### src/rtl/assert_macros.svh
`ifndef ASSERT_MACROS_SVH
`define ASSERT_MACROS_SVH

// Checks a condition at every clock edge outside reset.
`define RGZC_ASSERT_ALWAYS(label, cond, msg) \
  label: assert property (@(posedge clk) disable iff (!rst_n) (cond)) else $error(msg);

// Checks that a consequence holds in the cycle after its trigger.
`define RGZC_ASSERT_NEXT(label, ante, cons, msg) \
  label: assert property (@(posedge clk) disable iff (!rst_n) (ante) |=> (cons)) else $error(msg);

`endif

### src/rtl/rgzc_pkg.sv
`default_nettype none

package rgzc_pkg;

  localparam int NUM_RADARS      = 2;
  localparam int MAX_SPOKE_PX    = 1024;
  localparam int SPOKES_PER_TURN = 4096;

  localparam int ANGLE_W = 12;
  localparam int DEG_W   = 9;
  localparam int RAD_W   = 10;
  localparam int ECHO_W  = 8;
  localparam int LEN_W   = 11;
  localparam int PART_W  = 11;
  localparam int RUN_W   = 21;
  localparam int LATCH_W = 22;
  localparam int CFG_IW  = 3;
  localparam int CFG_DW  = 10;

  localparam int QDEPTH = 4;
  localparam int QAW    = 2;
  localparam int QCW    = 3;

  localparam logic [LEN_W-1:0]  LEN_MAX  = LEN_W'(MAX_SPOKE_PX);
  localparam logic [PART_W-1:0] PART_MAX = '1;
  localparam logic [RUN_W-1:0]  RUN_MAX  = '1;

  typedef enum logic [1:0] {
    ZONE_ARC    = 2'd0,
    ZONE_CIRCLE = 2'd1,
    ZONE_OFF    = 2'd2
  } zone_mode_t;

  typedef enum logic [CFG_IW-1:0] {
    CFG_ZONE_MODE   = 3'd0,
    CFG_ARC_START   = 3'd1,
    CFG_ARC_END     = 3'd2,
    CFG_RANGE_INNER = 3'd3,
    CFG_RANGE_OUTER = 3'd4,
    CFG_ECHO_THRESH = 3'd5
  } cfg_index_t;

  typedef struct packed {
    logic               radar;
    logic [ANGLE_W-1:0] angle;
    logic               hit;
    logic               last;
    logic               zone_fix;
    logic               circle_chk;
  } rgzc_cmd_t;

endpackage

`default_nettype wire

### src/rtl/rgzc_front.sv
`default_nettype none

module rgzc_front
  import rgzc_pkg::*;
(
  input  wire logic               clk,
  input  wire logic               rst_n,
  input  wire logic               cfg_we,
  input  wire logic [CFG_IW-1:0]  cfg_index,
  input  wire logic [CFG_DW-1:0]  cfg_wdata,
  input  wire logic               in_valid,
  input  wire logic               in_radar_sel,
  input  wire logic [ANGLE_W-1:0] in_spoke_angle,
  input  wire logic [DEG_W-1:0]   in_bearing_deg,
  input  wire logic [RAD_W-1:0]   in_pixel_radius,
  input  wire logic [ECHO_W-1:0]  in_echo_value,
  input  wire logic [LEN_W-1:0]   in_spoke_length,
  input  wire logic [RAD_W-1:0]   in_start_radius,
  input  wire logic               in_last_pixel,
  output logic                    cmd_wr,
  output rgzc_cmd_t               cmd
);

  logic [1:0]        mode_r;
  logic [DEG_W-1:0]  arc_start_r;
  logic [DEG_W-1:0]  arc_end_r;
  logic [RAD_W-1:0]  inner_r;
  logic [RAD_W-1:0]  outer_r;
  logic [ECHO_W-1:0] thresh_r;

  logic [LEN_W-1:0] len;
  logic [LEN_W-1:0] len_m1;
  logic [RAD_W-1:0] lo;
  logic [RAD_W-1:0] hi;
  logic             win_ok;
  logic             in_arc;
  logic             counting;

  always_ff @(posedge clk) begin
    if (!rst_n) begin
      mode_r      <= ZONE_CIRCLE;
      arc_start_r <= '0;
      arc_end_r   <= '0;
      inner_r     <= '0;
      outer_r     <= '0;
      thresh_r    <= '0;
    end else if (cfg_we) begin
      unique case (cfg_index_t'(cfg_index))
        CFG_ZONE_MODE:   mode_r      <= cfg_wdata[1:0];
        CFG_ARC_START:   arc_start_r <= cfg_wdata[DEG_W-1:0];
        CFG_ARC_END:     arc_end_r   <= cfg_wdata[DEG_W-1:0];
        CFG_RANGE_INNER: inner_r     <= cfg_wdata[RAD_W-1:0];
        CFG_RANGE_OUTER: outer_r     <= cfg_wdata[RAD_W-1:0];
        CFG_ECHO_THRESH: thresh_r    <= cfg_wdata[ECHO_W-1:0];
        default: ;
      endcase
    end
  end

  always_comb begin
    len    = (in_spoke_length > LEN_MAX) ? LEN_MAX : in_spoke_length;
    len_m1 = len - LEN_W'(1);
    lo     = (inner_r < in_start_radius) ? in_start_radius : inner_r;
    win_ok = {1'b0, lo} < len;
    hi     = ((len != '0) && ({1'b0, outer_r} > len_m1)) ? len_m1[RAD_W-1:0] : outer_r;

    in_arc = ((in_bearing_deg >= arc_start_r) && (in_bearing_deg < arc_end_r)) ||
             ((arc_start_r >= arc_end_r) &&
              ((in_bearing_deg >= arc_start_r) || (in_bearing_deg < arc_end_r)));

    counting = (mode_r == ZONE_CIRCLE) || ((mode_r == ZONE_ARC) && in_arc);

    cmd.radar      = in_radar_sel;
    cmd.angle      = in_spoke_angle;
    cmd.last       = in_last_pixel;
    cmd.hit        = counting && win_ok && (in_pixel_radius >= lo) &&
                     (in_pixel_radius <= hi) && (in_echo_value >= thresh_r);
    cmd.zone_fix   = (mode_r == ZONE_ARC) && in_arc;
    cmd.circle_chk = (mode_r == ZONE_CIRCLE) && win_ok;

    // Pixels from a radar beyond the configured count are dropped here.
    cmd_wr = in_valid && (int'(in_radar_sel) < NUM_RADARS);
  end

endmodule

`default_nettype wire

### src/rtl/rgzc_queue.sv
`default_nettype none

`include "assert_macros.svh"

module rgzc_queue
  import rgzc_pkg::*;
(
  input  wire logic      clk,
  input  wire logic      rst_n,
  input  wire logic      wr_en,
  input  rgzc_cmd_t      wr_data,
  output logic           full,
  input  wire logic      rd_en,
  output rgzc_cmd_t      rd_data,
  output logic           empty
);

  rgzc_cmd_t        mem_r [QDEPTH];
  logic [QAW-1:0]   wptr_r;
  logic [QAW-1:0]   rptr_r;
  logic [QCW-1:0]   cnt_r;
  logic             do_wr;
  logic             do_rd;

  assign full    = (cnt_r == QCW'(QDEPTH));
  assign empty   = (cnt_r == '0);
  assign do_wr   = wr_en && !full;
  assign do_rd   = rd_en && !empty;
  assign rd_data = mem_r[rptr_r];

  always_ff @(posedge clk) begin
    if (do_wr) begin
      mem_r[wptr_r] <= wr_data;
    end
  end

  always_ff @(posedge clk) begin
    if (!rst_n) begin
      wptr_r <= '0;
      rptr_r <= '0;
      cnt_r  <= '0;
    end else begin
      if (do_wr) begin
        wptr_r <= wptr_r + QAW'(1);
      end
      if (do_rd) begin
        rptr_r <= rptr_r + QAW'(1);
      end
      if (do_wr && !do_rd) begin
        cnt_r <= cnt_r + QCW'(1);
      end else if (do_rd && !do_wr) begin
        cnt_r <= cnt_r - QCW'(1);
      end
    end
  end

  `RGZC_ASSERT_ALWAYS(a_q_cnt_bound, cnt_r <= QCW'(QDEPTH), "queue count beyond depth")
  `RGZC_ASSERT_NEXT(a_q_wr_grow, do_wr && !do_rd, cnt_r == $past(cnt_r) + QCW'(1),
                    "queue count did not grow on a lone write")

endmodule

`default_nettype wire

### src/rtl/rgzc_back.sv
`default_nettype none

`include "assert_macros.svh"

module rgzc_back
  import rgzc_pkg::*;
(
  input  wire logic                clk,
  input  wire logic                rst_n,
  input  rgzc_cmd_t                cmd,
  input  wire logic                cmd_valid,
  output logic                     cmd_rd,
  input  wire logic                pop,
  output logic                     empty,
  output logic                     out_radar,
  output logic signed [LATCH_W-1:0] out_bogey_total,
  output logic                     out_bogey_updated,
  output logic                     out_spoke_in_zone
);

  logic [PART_W-1:0]  part_r;
  logic [RUN_W-1:0]   run_r   [NUM_RADARS];
  logic [LATCH_W-1:0] latch_r [NUM_RADARS];
  logic               was_r   [NUM_RADARS];
  logic [ANGLE_W-1:0] prev_r  [NUM_RADARS];

  logic               ovalid_r;
  logic               oradar_r;
  logic [LATCH_W-1:0] ototal_r;
  logic               oupd_r;
  logic               ozone_r;

  logic               adv;
  logic               spoke_end;
  logic [PART_W-1:0]  part_eff;
  logic [RUN_W:0]     run_sum;
  logic [RUN_W-1:0]   run_sat;
  logic               in_zone;
  logic               leave;
  logic [LATCH_W-1:0] latch_new;

  always_comb begin
    adv       = cmd_valid && (!cmd.last || !ovalid_r || pop);
    spoke_end = adv && cmd.last;
    part_eff  = (cmd.hit && (part_r != PART_MAX)) ? part_r + PART_W'(1) : part_r;
    run_sum   = {1'b0, run_r[cmd.radar]} + (RUN_W+1)'(part_eff);
    run_sat   = (run_sum > {1'b0, RUN_MAX}) ? RUN_MAX : run_sum[RUN_W-1:0];
    in_zone   = cmd.zone_fix || (cmd.circle_chk && (cmd.angle > prev_r[cmd.radar]));
    leave     = was_r[cmd.radar] && !in_zone;
    latch_new = leave ? {1'b0, run_sat} : latch_r[cmd.radar];
  end

  assign cmd_rd            = adv;
  assign empty             = !ovalid_r;
  assign out_radar         = oradar_r;
  assign out_bogey_total   = $signed(ototal_r);
  assign out_bogey_updated = oupd_r;
  assign out_spoke_in_zone = ozone_r;

  always_ff @(posedge clk) begin
    if (!rst_n) begin
      part_r   <= '0;
      ovalid_r <= 1'b0;
      for (int i = 0; i < NUM_RADARS; i++) begin
        run_r[i]   <= '0;
        latch_r[i] <= '1;
        was_r[i]   <= 1'b0;
        prev_r[i]  <= '0;
      end
    end else begin
      if (adv) begin
        part_r <= cmd.last ? '0 : part_eff;
      end
      if (spoke_end) begin
        run_r[cmd.radar]   <= leave ? '0 : run_sat;
        latch_r[cmd.radar] <= latch_new;
        was_r[cmd.radar]   <= in_zone;
        prev_r[cmd.radar]  <= cmd.angle;
        ovalid_r           <= 1'b1;
      end else if (pop) begin
        ovalid_r <= 1'b0;
      end
    end
  end

  always_ff @(posedge clk) begin
    if (spoke_end) begin
      oradar_r <= cmd.radar;
      ototal_r <= latch_new;
      oupd_r   <= leave;
      ozone_r  <= in_zone;
    end
  end

  `RGZC_ASSERT_NEXT(a_part_clear, spoke_end, part_r == '0,
                    "spoke accumulator not cleared after spoke end")
  `RGZC_ASSERT_NEXT(a_upd_clears_run, spoke_end && leave,
                    oupd_r && (run_r[oradar_r] == '0),
                    "running count not cleared when a bogey count was latched")

endmodule

`default_nettype wire

### src/rtl/radar_guard_zone_counter.sv
// A spoke-ending pixel goes through the queue; when the back end takes it, its result item is registered.
// One pixel per cycle while the queue is not full; a spoke's last pixel waits until the prior result is popped.
// A four-entry queue between the classifier and the back end absorbs result-side stalls.
// Reset is synchronous and active low: zone mode becomes full circle, all other configuration registers zero,
// bogey counts read as -1 and all other per-radar state is cleared at once.
`default_nettype none

module radar_guard_zone_counter
  import rgzc_pkg::*;
(
  input  wire logic                 clk,
  input  wire logic                 rst_n,
  input  wire logic                 cfg_we,
  input  wire logic [CFG_IW-1:0]    cfg_index,
  input  wire logic [CFG_DW-1:0]    cfg_wdata,
  input  wire logic                 push,
  output logic                      full,
  input  wire logic                 in_radar_sel,
  input  wire logic [ANGLE_W-1:0]   in_spoke_angle,
  input  wire logic [DEG_W-1:0]     in_bearing_deg,
  input  wire logic [RAD_W-1:0]     in_pixel_radius,
  input  wire logic [ECHO_W-1:0]    in_echo_value,
  input  wire logic [LEN_W-1:0]     in_spoke_length,
  input  wire logic [RAD_W-1:0]     in_start_radius,
  input  wire logic                 in_last_pixel,
  output logic                      empty,
  input  wire logic                 pop,
  output logic                      out_radar,
  output logic signed [LATCH_W-1:0] out_bogey_total,
  output logic                      out_bogey_updated,
  output logic                      out_spoke_in_zone
);

  rgzc_cmd_t wr_cmd;
  rgzc_cmd_t rd_cmd;
  logic      wr_en;
  logic      q_empty;
  logic      rd_en;

  rgzc_front u_front (
    .clk            (clk),
    .rst_n          (rst_n),
    .cfg_we         (cfg_we),
    .cfg_index      (cfg_index),
    .cfg_wdata      (cfg_wdata),
    .in_valid       (push && !full),
    .in_radar_sel   (in_radar_sel),
    .in_spoke_angle (in_spoke_angle),
    .in_bearing_deg (in_bearing_deg),
    .in_pixel_radius(in_pixel_radius),
    .in_echo_value  (in_echo_value),
    .in_spoke_length(in_spoke_length),
    .in_start_radius(in_start_radius),
    .in_last_pixel  (in_last_pixel),
    .cmd_wr         (wr_en),
    .cmd            (wr_cmd)
  );

  rgzc_queue u_queue (
    .clk    (clk),
    .rst_n  (rst_n),
    .wr_en  (wr_en),
    .wr_data(wr_cmd),
    .full   (full),
    .rd_en  (rd_en),
    .rd_data(rd_cmd),
    .empty  (q_empty)
  );

  rgzc_back u_back (
    .clk              (clk),
    .rst_n            (rst_n),
    .cmd              (rd_cmd),
    .cmd_valid        (!q_empty),
    .cmd_rd           (rd_en),
    .pop              (pop),
    .empty            (empty),
    .out_radar        (out_radar),
    .out_bogey_total  (out_bogey_total),
    .out_bogey_updated(out_bogey_updated),
    .out_spoke_in_zone(out_spoke_in_zone)
  );

endmodule

`default_nettype wire
### config.mk
export PLATFORM = sky130hd
export DESIGN_NAME = radar_guard_zone_counter
export DESIGN_NICKNAME = d
export VERILOG_FILES = /design/src/rtl/rgzc_pkg.sv /design/src/rtl/rgzc_front.sv /design/src/rtl/rgzc_queue.sv /design/src/rtl/rgzc_back.sv /design/src/rtl/radar_guard_zone_counter.sv
export VERILOG_INCLUDE_DIRS = /design/src /design/src/rtl
export SDC_FILE = /design/constraint.sdc
export NUM_CORES = 1
export LEC_CHECK = 0
export BUFFER_PORTS_ARGS = -buffer_cell sky130_fd_sc_hd__clkbuf_2
export CAP_MARGIN = 5
export CORE_MARGIN = 3
export CORE_UTILIZATION = 65
export CTS_CLUSTER_SIZE = 12
export DETAILED_ROUTE_END_ITERATION = 10
export PLACE_DENSITY = 0.83
export SLEW_MARGIN = 20
export SYNTH_ARGS = -nofsm -noshare
export SYNTH_HDL_FRONTEND = slang
export SYNTH_SLANG_ARGS = --single-unit
export TNS_END_PERCENT = 100
### constraint.sdc
create_clock -name clk -period 8.8 [get_ports clk]
set_input_delay 0.88 -clock clk [delete_from_list [all_inputs] [get_ports clk]]
set_output_delay 0.88 -clock clk [all_outputs]
set_load 0.1 [all_outputs]
# [Yosys cells after proc, flatten, opt, wreduce, memory -nomap -nowiden]
# Memories as Yosys holds them, arrays and structs flattened. A register that Yosys moved wholly into a read port is not among the register bits.
# Index checks and enable logic that the tools add are counted.
[op_classes] order_cmp=12 mux=32 addsub=7 n_reduce_logical=48 n_eq_ne=8
[ops] cell="$mux W21" n=3
[ops] cell="$mux W22" n=2
[ops] cell="$mux W11" n=3
[ops] cell="$add A21 B11 Y22" n=1
[ops] cell="$gt A22 B21 Y1 const B" n=1
[ops] cell="$reduce_or A22 Y1" n=1
[ops] cell="$reduce_or A21 Y1" n=1
[ops] cell="$mux W10" n=2
[ops] cell="$logic_and A1 B1 Y1" n=19
[ops] cell="$ge A9 B9 Y1" n=2
[ops] cell="$mux W1" n=17
[ops] cell="$gt A12 B12 Y1" n=1
[ops] cell="$mux W12" n=1
[ops] cell="$reduce_and A2 Y1" n=6
[ops] cell="$reduce_or A12 Y1" n=1
[ops] cell="$add A11 B1 Y11 const B" n=1
[ops] cell="$gt A10 B11 Y1" n=1
[ops] cell="$gt A11 B11 Y1 const B" n=1
[ops] cell="$lt A10 B11 Y1" n=1
[ops] cell="$ne A11 B11 Y1 const B" n=1
[ops] cell="$reduce_bool A11 Y1" n=1
[ops] cell="$sub A11 B1 Y11 const B" n=1
[ops] cell="$ge A10 B10 Y1" n=1
[ops] cell="$le A10 B10 Y1" n=1
[ops] cell="18 further kinds" n=37
[word_totals] register_bits=92 mem_bits_rw=180 output_inout_bits=27 word_cells=127 input_bits=80 memories=5
[mem_list] name="u_queue.mem_r" depth=4 width=17 rd=1 rd_clocked_by_memory_dff=1 wr=1 line_no="rgzc_queue.sv:18" text="rgzc_cmd_t mem_r [QDEPTH];"
[mem_list] name="u_back.latch_r" depth=2 width=22 rd=1 rd_clocked_by_memory_dff=0 wr=2 line_no="rgzc_back.sv:23" text="logic [LATCH_W-1:0] latch_r [NUM_RADARS];"
[mem_list] name="u_back.run_r" depth=2 width=21 rd=1 rd_clocked_by_memory_dff=0 wr=2 line_no="rgzc_back.sv:22" text="logic [RUN_W-1:0] run_r [NUM_RADARS];"
[mem_list] name="u_back.prev_r" depth=2 width=12 rd=1 rd_clocked_by_memory_dff=0 wr=2 line_no="rgzc_back.sv:25" text="logic [ANGLE_W-1:0] prev_r [NUM_RADARS];"
[mem_list] name="u_back.was_r" depth=2 width=1 rd=1 rd_clocked_by_memory_dff=0 wr=2 line_no="rgzc_back.sv:24" text="logic was_r [NUM_RADARS];"

# [Depth between registers and ports, before layout]
# Gate-level depths: netlist of the first run.
[logic_depth] depth_word=10 ltp_mapped=22 mapped_depth_nobuf=20

# [Modules after synthesis]
# A second synthesis of the first run with hierarchy kept.
[unflattened] hier_cells=1404 hier_area_um2=15513.6
[by_module_without_submodules] mod="rgzc_back" cells_each=709 n_inst=1 seq_area_each_um2=4334.2 area_each_um2=8144.1
[by_module_without_submodules] mod="rgzc_front" cells_each=556 n_inst=1 seq_area_each_um2=960.9 area_each_um2=4396.7
[by_module_without_submodules] mod="rgzc_queue" cells_each=137 n_inst=1 seq_area_each_um2=2222.1 area_each_um2=2955.3
[by_module_without_submodules] mod="radar_guard_zone_counter" cells_each=2 n_inst=1 seq_area_each_um2=0.0 area_each_um2=17.5

# [Least setup slack after synthesis of the first run]
# OpenSTA, ideal clock, no wires.
[synth_path] kind="input port to flip-flop" startpoint="input in_spoke_length[10]" endpoint="memory u_queue.mem_r[0][3] (netlist name), data pin" slack_ns=3.610 setup_time_ns=0.290 n_path_buf=1 arrival_ns=4.900 cell_stages=21 required_ns=8.510 path_cell_list="clkinv_1 > clkbuf_1 > nand2_1 > ha_1 > nand3_1 > o21ai_0 > a22o_1 > ha_1 > a211o_1 > a211oi_1 > nor3_1 > o21ai_2 > mux2_2 > ha_1 > o21ai_0 > o21bai_1 > a21oi_1 > o221ai_1 > o21ai_0 > o21ai_0 > a2111oi_0"
[synth_lines] item="start: declaration" line_no="radar_guard_zone_counter.sv:23" text="input wire logic [LEN_W-1:0] in_spoke_length,"
[synth_lines] item="end: declaration" line_no="rgzc_queue.sv:18"

==> results_dict.tcl, run 1 <==
set metrics [dict create \
    status "completed" \
    final_nets 1713 \
    switching_share_pct 36.7 \
    cts_made_buffers 29 \
    mostFrequentLayoutCell "nand2_1" \
    synth.area.mux_share_pct 6.73 \
    io_pins 107 \
    worstHoldPathCells 2 \
    avgRoutedWirePerCell_um 18.4 \
    max-vdd-ir-drop_mv 0.230 \
    die_width_um 158 \
    critPathMaxStageDelay_ns 0.80 \
    antennaDiodeCount 0 \
    crit_path_max_fanout 17 \
    rsz0062_at_grt "no" \
    worst_slew_pin_slew_ns 1.06 \
    synth-simple-area-share_pct 15.9 \
    syn_nets 1614 \
    p_int_w 0.00268 \
    p_sw_w 0.00156 \
    grt_overflow_total 0 \
    synthAdderAreaFrac_pct 9.67 \
    start_util_pct 67.5 \
    ys_seq_elements 274 \
    worstSkewPairLatency_ns 0.54 \
    cap_violations 0 \
    dp_hpwl_um 23000 \
    skew_ns 0.00976 \
    synth_xor_area_share_pct 1.63 \
    grt_use_total_pct 27.1 \
    grt.met1_usage_pct 39.1 \
    grt_antenna_before_repair 0 \
    crit_path_end_kind "flip-flop" \
    cts_resized 0 \
    cts-root-buf "clkbuf_16" \
    synth-edff-count 203 \
    synth_area_per_cell_um2 10.6 \
    grt.met3_usage_pct 3.53 \
    min_to "u_front.thresh_r[4]" \
    synth_cells 1420 \
    grt_pass1_wl_um 54300 \
    cts_tree "yes" \
    worstSetupStartpointType "input port" \
    synth-main-ff-cell "edfxtp_1" \
    p_leak_nw 6.39 \
    yosysWarningCount 0 \
    slew_headroom_pct 28.8 \
    async_flop_share_pct 0 \
    cts_buffer_depth 3 \
    finalWeightedCongestion 0.909 \
    ctsHoldBuffers 0 \
    r2r_slack_ns 3.13 \
    drive_above_1_share_pct 14.0 \
    drtAntennaViolNets 0 \
    met2_usage_pct 44.2 \
    hold_path_startpoint "u_front.thresh_r[4]" \
    row_count 54 \
    placedCellCount 1768 \
    final_cells 1822 \
    fin_crit_sh_pct 66.6 \
    drc_errors 0 \
    core_um2 22200 \
    power_w 0.00423 \
    synth_top_family_by_area "simple AND/OR/NAND/NOR gates" \
    path_class "in -> reg" \
    grt_max_degree 76 \
    netlist_area_um2 15000 \
    fmax_mhz 171 \
    first_global_vias 10900 \
    cpMaxStageDelayCell "a2111oi_0" \
    power_density_nw_per_um2 255 \
    totalWireLength_um 33600 \
    io_buffers 106 \
    reg2regPathDepth 13 \
    period_minus_slack_ns 5.86 \
    clock_sinks 274 \
    cts_setup_buffers 0 \
    drv_slew 0 \
    firstDrtPassIters 6 \
    setup_tns_ns 0 \
    setup_viol 0 \
    htreeDepth 1 \
    via_count 11100 \
    p_clk_share_pct 26.5 \
    min_path_type "reg -> reg" \
    hold_violations 0 \
    pwr-share-seq_pct 39.3 \
    r2r-end "u_back.run_r[1][1]" \
    synth_compound_area_share_pct 12.1 \
    die_height_um 158 \
    top_usage_layer "met2" \
    synth_cell_type_count 75 \
    final_cell_mix "nand2_1 (259), edfxtp_1 (203), ha_1 (112)" \
    cp.arrival_ns 6.07 \
    comb_power_share_pct 34.2 \
    ys_seq_area_share_pct 50.1 \
    areaGrowthSynthToFinish_pct 10.6 \
    die_area_um2 24900 \
    routed_via_density 6.10 \
    cp.required_ns 9.01 \
    cts.clk_slew.worst_paths_ns 0.06 \
    drt-initial-drc-count 891 \
    cp_cell_sequence "clkbuf_2 -> clkinv_1 -> nand2_1 -> ha_1 -> nand2_1 -> a32oi_1 -> ha_1 -> a211o_1 -> a211oi_1 -> nor3_1 -> o21ai_2 -> mux2_2 -> ha_1 -> o21ai_0 -> o21bai_1 -> a21oi_1 -> o221ai_1 -> o21ai_0 -> o21ai_0 -> a2111oi_0" \
]
worst max path at each step:
stage	from	cells after the start	slack (ns)	to
after floorplan	in_spoke_length[10]	21	3.61	u_queue.mem_r[0][3]
after CTS	in_spoke_length[10]	20	3.08	u_queue.mem_r[3][3]
after detailed placement	in_spoke_length[10]	20	2.54	u_queue.mem_r[3][3]
after global placement	in_spoke_length[10]	20	2.82	u_queue.mem_r[0][3]
after global routing	in_spoke_length[10]	20	2.53	u_queue.mem_r[3][3]
final	in_spoke_length[10]	20	2.94	u_queue.mem_r[0][3]
state kept, by name, indices dropped and copies added (netlist names), named ones only:
| signal | flops |
|---|---|
| u_front.outer_r | 10 |
| u_back.was_r | 2 |
| u_front.arc_end_r | 9 |
| u_queue.wptr_r | 2 |
| u_front.inner_r | 10 |
| u_back.out_bogey_updated | 1 |
| u_front.mode_r | 2 |
| u_queue.rptr_r | 2 |
| u_queue.cnt_r | 3 |
| u_back.part_r | 11 |
| u_back.ovalid_r | 1 |
| u_front.thresh_r | 8 |
| u_queue.mem_r | 68 |
| u_front.arc_start_r | 9 |
| u_back.run_r | 42 |
| u_back.prev_r | 24 |
| u_back.latch_r | 44 |
| u_back.out_spoke_in_zone | 1 |
| u_back.out_radar | 1 |
| u_back.out_bogey_total | 22 |
kinds of logic (layout without fill, tap and decap cells):
logic type	count (synthesis)	count (layout)
compound gates	267	267
xor+xnor	28	28
fa+ha+maj	115	115
buf+inv	128	250
flops	274	274
mux	75	75
simple gates	533	533
layout make-up:
class | instances | area (um2)
Fill cell | 1525 | 5630
Clock inverter | 8 | 45.0
Multi-Input combinational cell | 1018 | 6960
Inverter | 82 | 310
Sequential cell | 274 | 7520
Clock buffer | 46 | 825
Timing Repair Buffer | 114 | 591
Tap cell | 280 | 350
cell usage after synthesis, drive strengths merged, types with 9 or more instances:
cell type / n / share of area, %
xnor2: 23 / 1.3
a21oi: 65 / 2.2
o21ai: 42 / 1.5
nand3: 27 / 0.90
a31oi: 9 / 0.38
mux2i: 36 / 2.4
nand2b: 14 / 0.58
mux2: 23 / 1.9
nand2: 261 / 6.5
nand4: 17 / 0.71
buf: 22 / 1.1
nor2b: 16 / 0.67
a211oi: 10 / 0.53
inv: 81 / 2.0
nor3: 27 / 0.90
a21boi: 48 / 2.4
dfxtp: 71 / 9.5
o21a: 11 / 0.55
a21o: 23 / 1.2
nor2: 107 / 2.7
ha: 112 / 9.3
mux4: 16 / 2.4
clkbuf: 24 / 0.60
and2: 35 / 1.5
edfxtp: 203 / 41
power by group through the flow:
stage | logic [W] | registers, W | clock network, W
after floorplan | 0.000905 | 0.00188 | 0
after global placement | 0.00138 | 0.00168 | 0
after global routing | 0.00158 | 0.00168 | 0.00119
final | 0.00145 | 0.00166 | 0.00112
after detailed placement | 0.00143 | 0.00169 | 0
after CTS | 0.00144 | 0.00166 | 0.00113
layer usage:
layer	vias up	wire length [um]	part of all wire, %
li1	5324	-	-
met1	5351	14800	44
met2	381	15900	47
met3	62	2100	6.3
met4	0	741	2.2
met5	-	0	0
metrics by stage:
step	instance area (um2)	hold slack [ns]	util, %	setup WS, ns
5_1_grt	16600	0.487	74.7	2.53
4_1_cts	16600	0.470	74.6	3.08
6_report	16600	0.468	74.7	2.94
2_1_floorplan	15000	0.443	-	3.61
3_3_place_gp	15700	0.453	70.7	2.82
3_5_place_dp	15700	0.461	70.7	2.54
critical path, delay by kind of cell:
family          cells  cell delay [ns]
buf+inv             2             0.51
fa+ha+maj           3             0.88
simple gates        3             0.52
mux                 1             0.41
compound gates     11             2.87
(Power assumes the default switching activity.)
==> inputs of run 2 (changes only) <==
--- a/config.mk
+++ b/config.mk
@@ -9,10 +9,10 @@
 export BUFFER_PORTS_ARGS = -buffer_cell sky130_fd_sc_hd__clkbuf_2
 export CAP_MARGIN = 5
 export CORE_MARGIN = 3
-export CORE_UTILIZATION = 65
+export CORE_UTILIZATION = 55
 export CTS_CLUSTER_SIZE = 12
 export DETAILED_ROUTE_END_ITERATION = 10
-export PLACE_DENSITY = 0.83
+export PLACE_DENSITY = 0.75
 export SLEW_MARGIN = 20
 export SYNTH_ARGS = -nofsm -noshare
 export SYNTH_HDL_FRONTEND = slang
==> constraint.sdc (replaced) <==
create_clock -name clk -period 5.3 [get_ports clk]
set_input_delay 0.53 -clock clk [delete_from_list [all_inputs] [get_ports clk]]
set_output_delay 0.53 -clock clk [all_outputs]
set_load 0.1 [all_outputs]
==> run 2 against run 1 <==
Critical path depth shrank 1. Die area grew 17%. Hold slack lost 0.28 ns. Register-to-register slack lost 2.3 ns. Worst setup slack lost 2.1 ns. Routed wire length shrank 2.0%. Via count shrank 2.5%. Flip-flop and latch count is the same. Critical endpoint unchanged. Largest cell class unchanged.
==> results_dict.tcl, run 2 (same netlist as run 1, synthesis figures left out) <==
set metrics [dict create \
    crit_path_max_fanout 6 \
    min_path_type "in -> reg" \
    largest_reg_flops 68 \
    rsz0062_at_grt "no" \
    cts_resized 0 \
    grt_antenna_before_repair 1 \
    cts_buffer_depth 3 \
    worstHoldPathCells 1 \
    fin_crit_sh_pct 83.9 \
    p_leak_nw 6.46 \
    htreeDepth 1 \
    n_fill_cell 2140 \
    final_util_pct 63.6 \
    cts.clk_slew.worst_paths_ns 0.06 \
    worstSetupStartpointType "input port" \
    min_to "u_queue.mem_r[0][11]" \
    io_pins 107 \
    r2r-end "u_back.latch_r[0][8]" \
    hold_path_startpoint "in_spoke_angle[7]" \
    crit_path_end_kind "flip-flop" \
    via_count 10800 \
    worstSkewPairLatency_ns 0.56 \
    avgRoutedWirePerCell_um 17.4 \
    drv_slew 0 \
    die_area_um2 29300 \
    die_width_um 171 \
    slew_headroom_pct 27.0 \
    setup_tns_ns 0 \
    cp.arrival_ns 4.87 \
    core_um2 26400 \
    drt-initial-drc-count 723 \
    power_density_nw_per_um2 421 \
    grt_use_total_pct 22.5 \
    hold_violations 0 \
    path_class "in -> reg" \
    cts_made_buffers 29 \
    ctsHoldBuffers 0 \
    finalWeightedCongestion 0.867 \
    final_nets 1725 \
    firstDrtPassIters 5 \
    routed_via_density 5.74 \
    grt_pass1_wl_um 53300 \
    antennaDiodeCount 0 \
    top_register "u_queue.mem_r" \
    die_height_um 171 \
    cp.required_ns 5.72 \
    reg2regPathDepth 14 \
    skew_ns 0.0151 \
    cts-root-buf "clkbuf_16" \
    max-vdd-ir-drop_mv 0.321 \
    grt_max_degree 56 \
    areaGrowthSynthToFinish_pct 12.0 \
    drc_errors 0 \
    drtAntennaViolNets 0 \
    cts_setup_buffers 0 \
    dp_hpwl_um 23400 \
    grt_overflow_total 0 \
    hold_slack_ns 0.188 \
    start_util_pct 56.8 \
    worst_slew_pin_slew_ns 1.09 \
    fmax_mhz 225 \
    totalWireLength_um 32900 \
    io_buffers 106 \
    cts_tree "yes" \
    final_cell_mix "nand2_1 (259), edfxtp_1 (203), ha_1 (112)" \
    row_count 59 \
    setup_viol 0 \
    top_regs "u_queue.mem_r (68), u_back.latch_r (44), u_back.run_r (42)" \
    clock_sinks 274 \
    status "completed" \
    cap_violations 0 \
    mostFrequentLayoutCell "nand2_1" \
    period_minus_slack_ns 4.45 \
    first_global_vias 10700 \
    r2r_slack_ns 0.86 \
    drive_above_1_share_pct 14.6 \
]
## run 2: power by group
| part | internal [W] | leakage (nW) | switching [W] | total, W |
|---|---|---|---|---|
| sequential | 0.00263 | 2.39 | 0.0000996 | 0.00273 |
| combinational | 0.000758 | 3.62 | 0.00165 | 0.00240 |
| clock | 0.00114 | 0.450 | 0.000809 | 0.00195 |
## run 2: worst max-delay path by stage
stage / from / endpoint / slack, ns / depth (start not counted)
CTS: flip-flop / u_back.latch_r[0][8] / 0.84 / 14
finish: in_spoke_length[3] / u_queue.mem_r[0][3] / 0.85 / 19
detailed placement: in_spoke_length[3] / u_queue.mem_r[0][3] / 0.26 / 19
global route: in_spoke_length[3] / u_queue.mem_r[0][3] / 0.38 / 19
global placement: in_spoke_length[3] / u_queue.mem_r[0][3] / 0.30 / 19
floorplan: in_spoke_length[10] / u_queue.mem_r[0][3] / 0.46 / 21
## run 2: area by class of cell
cell class,count,area (um2),share of cell area [%]
well taps,335,419,2.49
multi-input cells,1018,6940,41.3
clock inverters,7,77.6,0.462
clock buffers,47,843,5.02
repair buffers,126,693,4.13
inverters,82,310,1.85
flip-flops and latches,274,7520,44.7
## run 2: layer usage
| layer | wire [um] | part of all wire (%) | up-vias | global-route usage, % |
|---|---|---|---|---|
| met5 | 9 | 0.027 | - | 0 |
| met4 | 679 | 2.1 | 2 | 5.63 |
| met3 | 1860 | 5.7 | 59 | 3.17 |
| met2 | 15400 | 47 | 299 | 37.5 |
| met1 | 15000 | 46 | 5148 | 31.3 |
| li1 | - | - | 5330 | - |
## run 2: metrics by stage
stage	power [W]	cells	area, um2	worst slack, ns
after floorplan	0.00463	1420	15000	0.460
after global placement	0.00511	1835	15900	0.300
after detailed placement	0.00517	1835	15900	0.264
after CTS	0.00712	1889	16800	0.836
after global routing	0.00746	1889	16800	0.378
final	0.00708	1889	16800	0.851
## run 2: worst max-delay path: stages
cell and delay [ns]:
clkbuf_2 0.13, nor4_1 0.47, nand2_1 0.18, a32oi_1 0.29, ha_1 0.31, a211o_1 0.29
a211oi_1 0.22, nor3_1 0.09, o21ai_2 0.29, buf_4 0.22, mux2_2 0.34, ha_1 0.29
a21o_1 0.16, a21oi_1 0.15, o221ai_1 0.12, o21ai_0 0.09, o21ai_0 0.10, a2111oi_0 0.39
buf_4 0.20
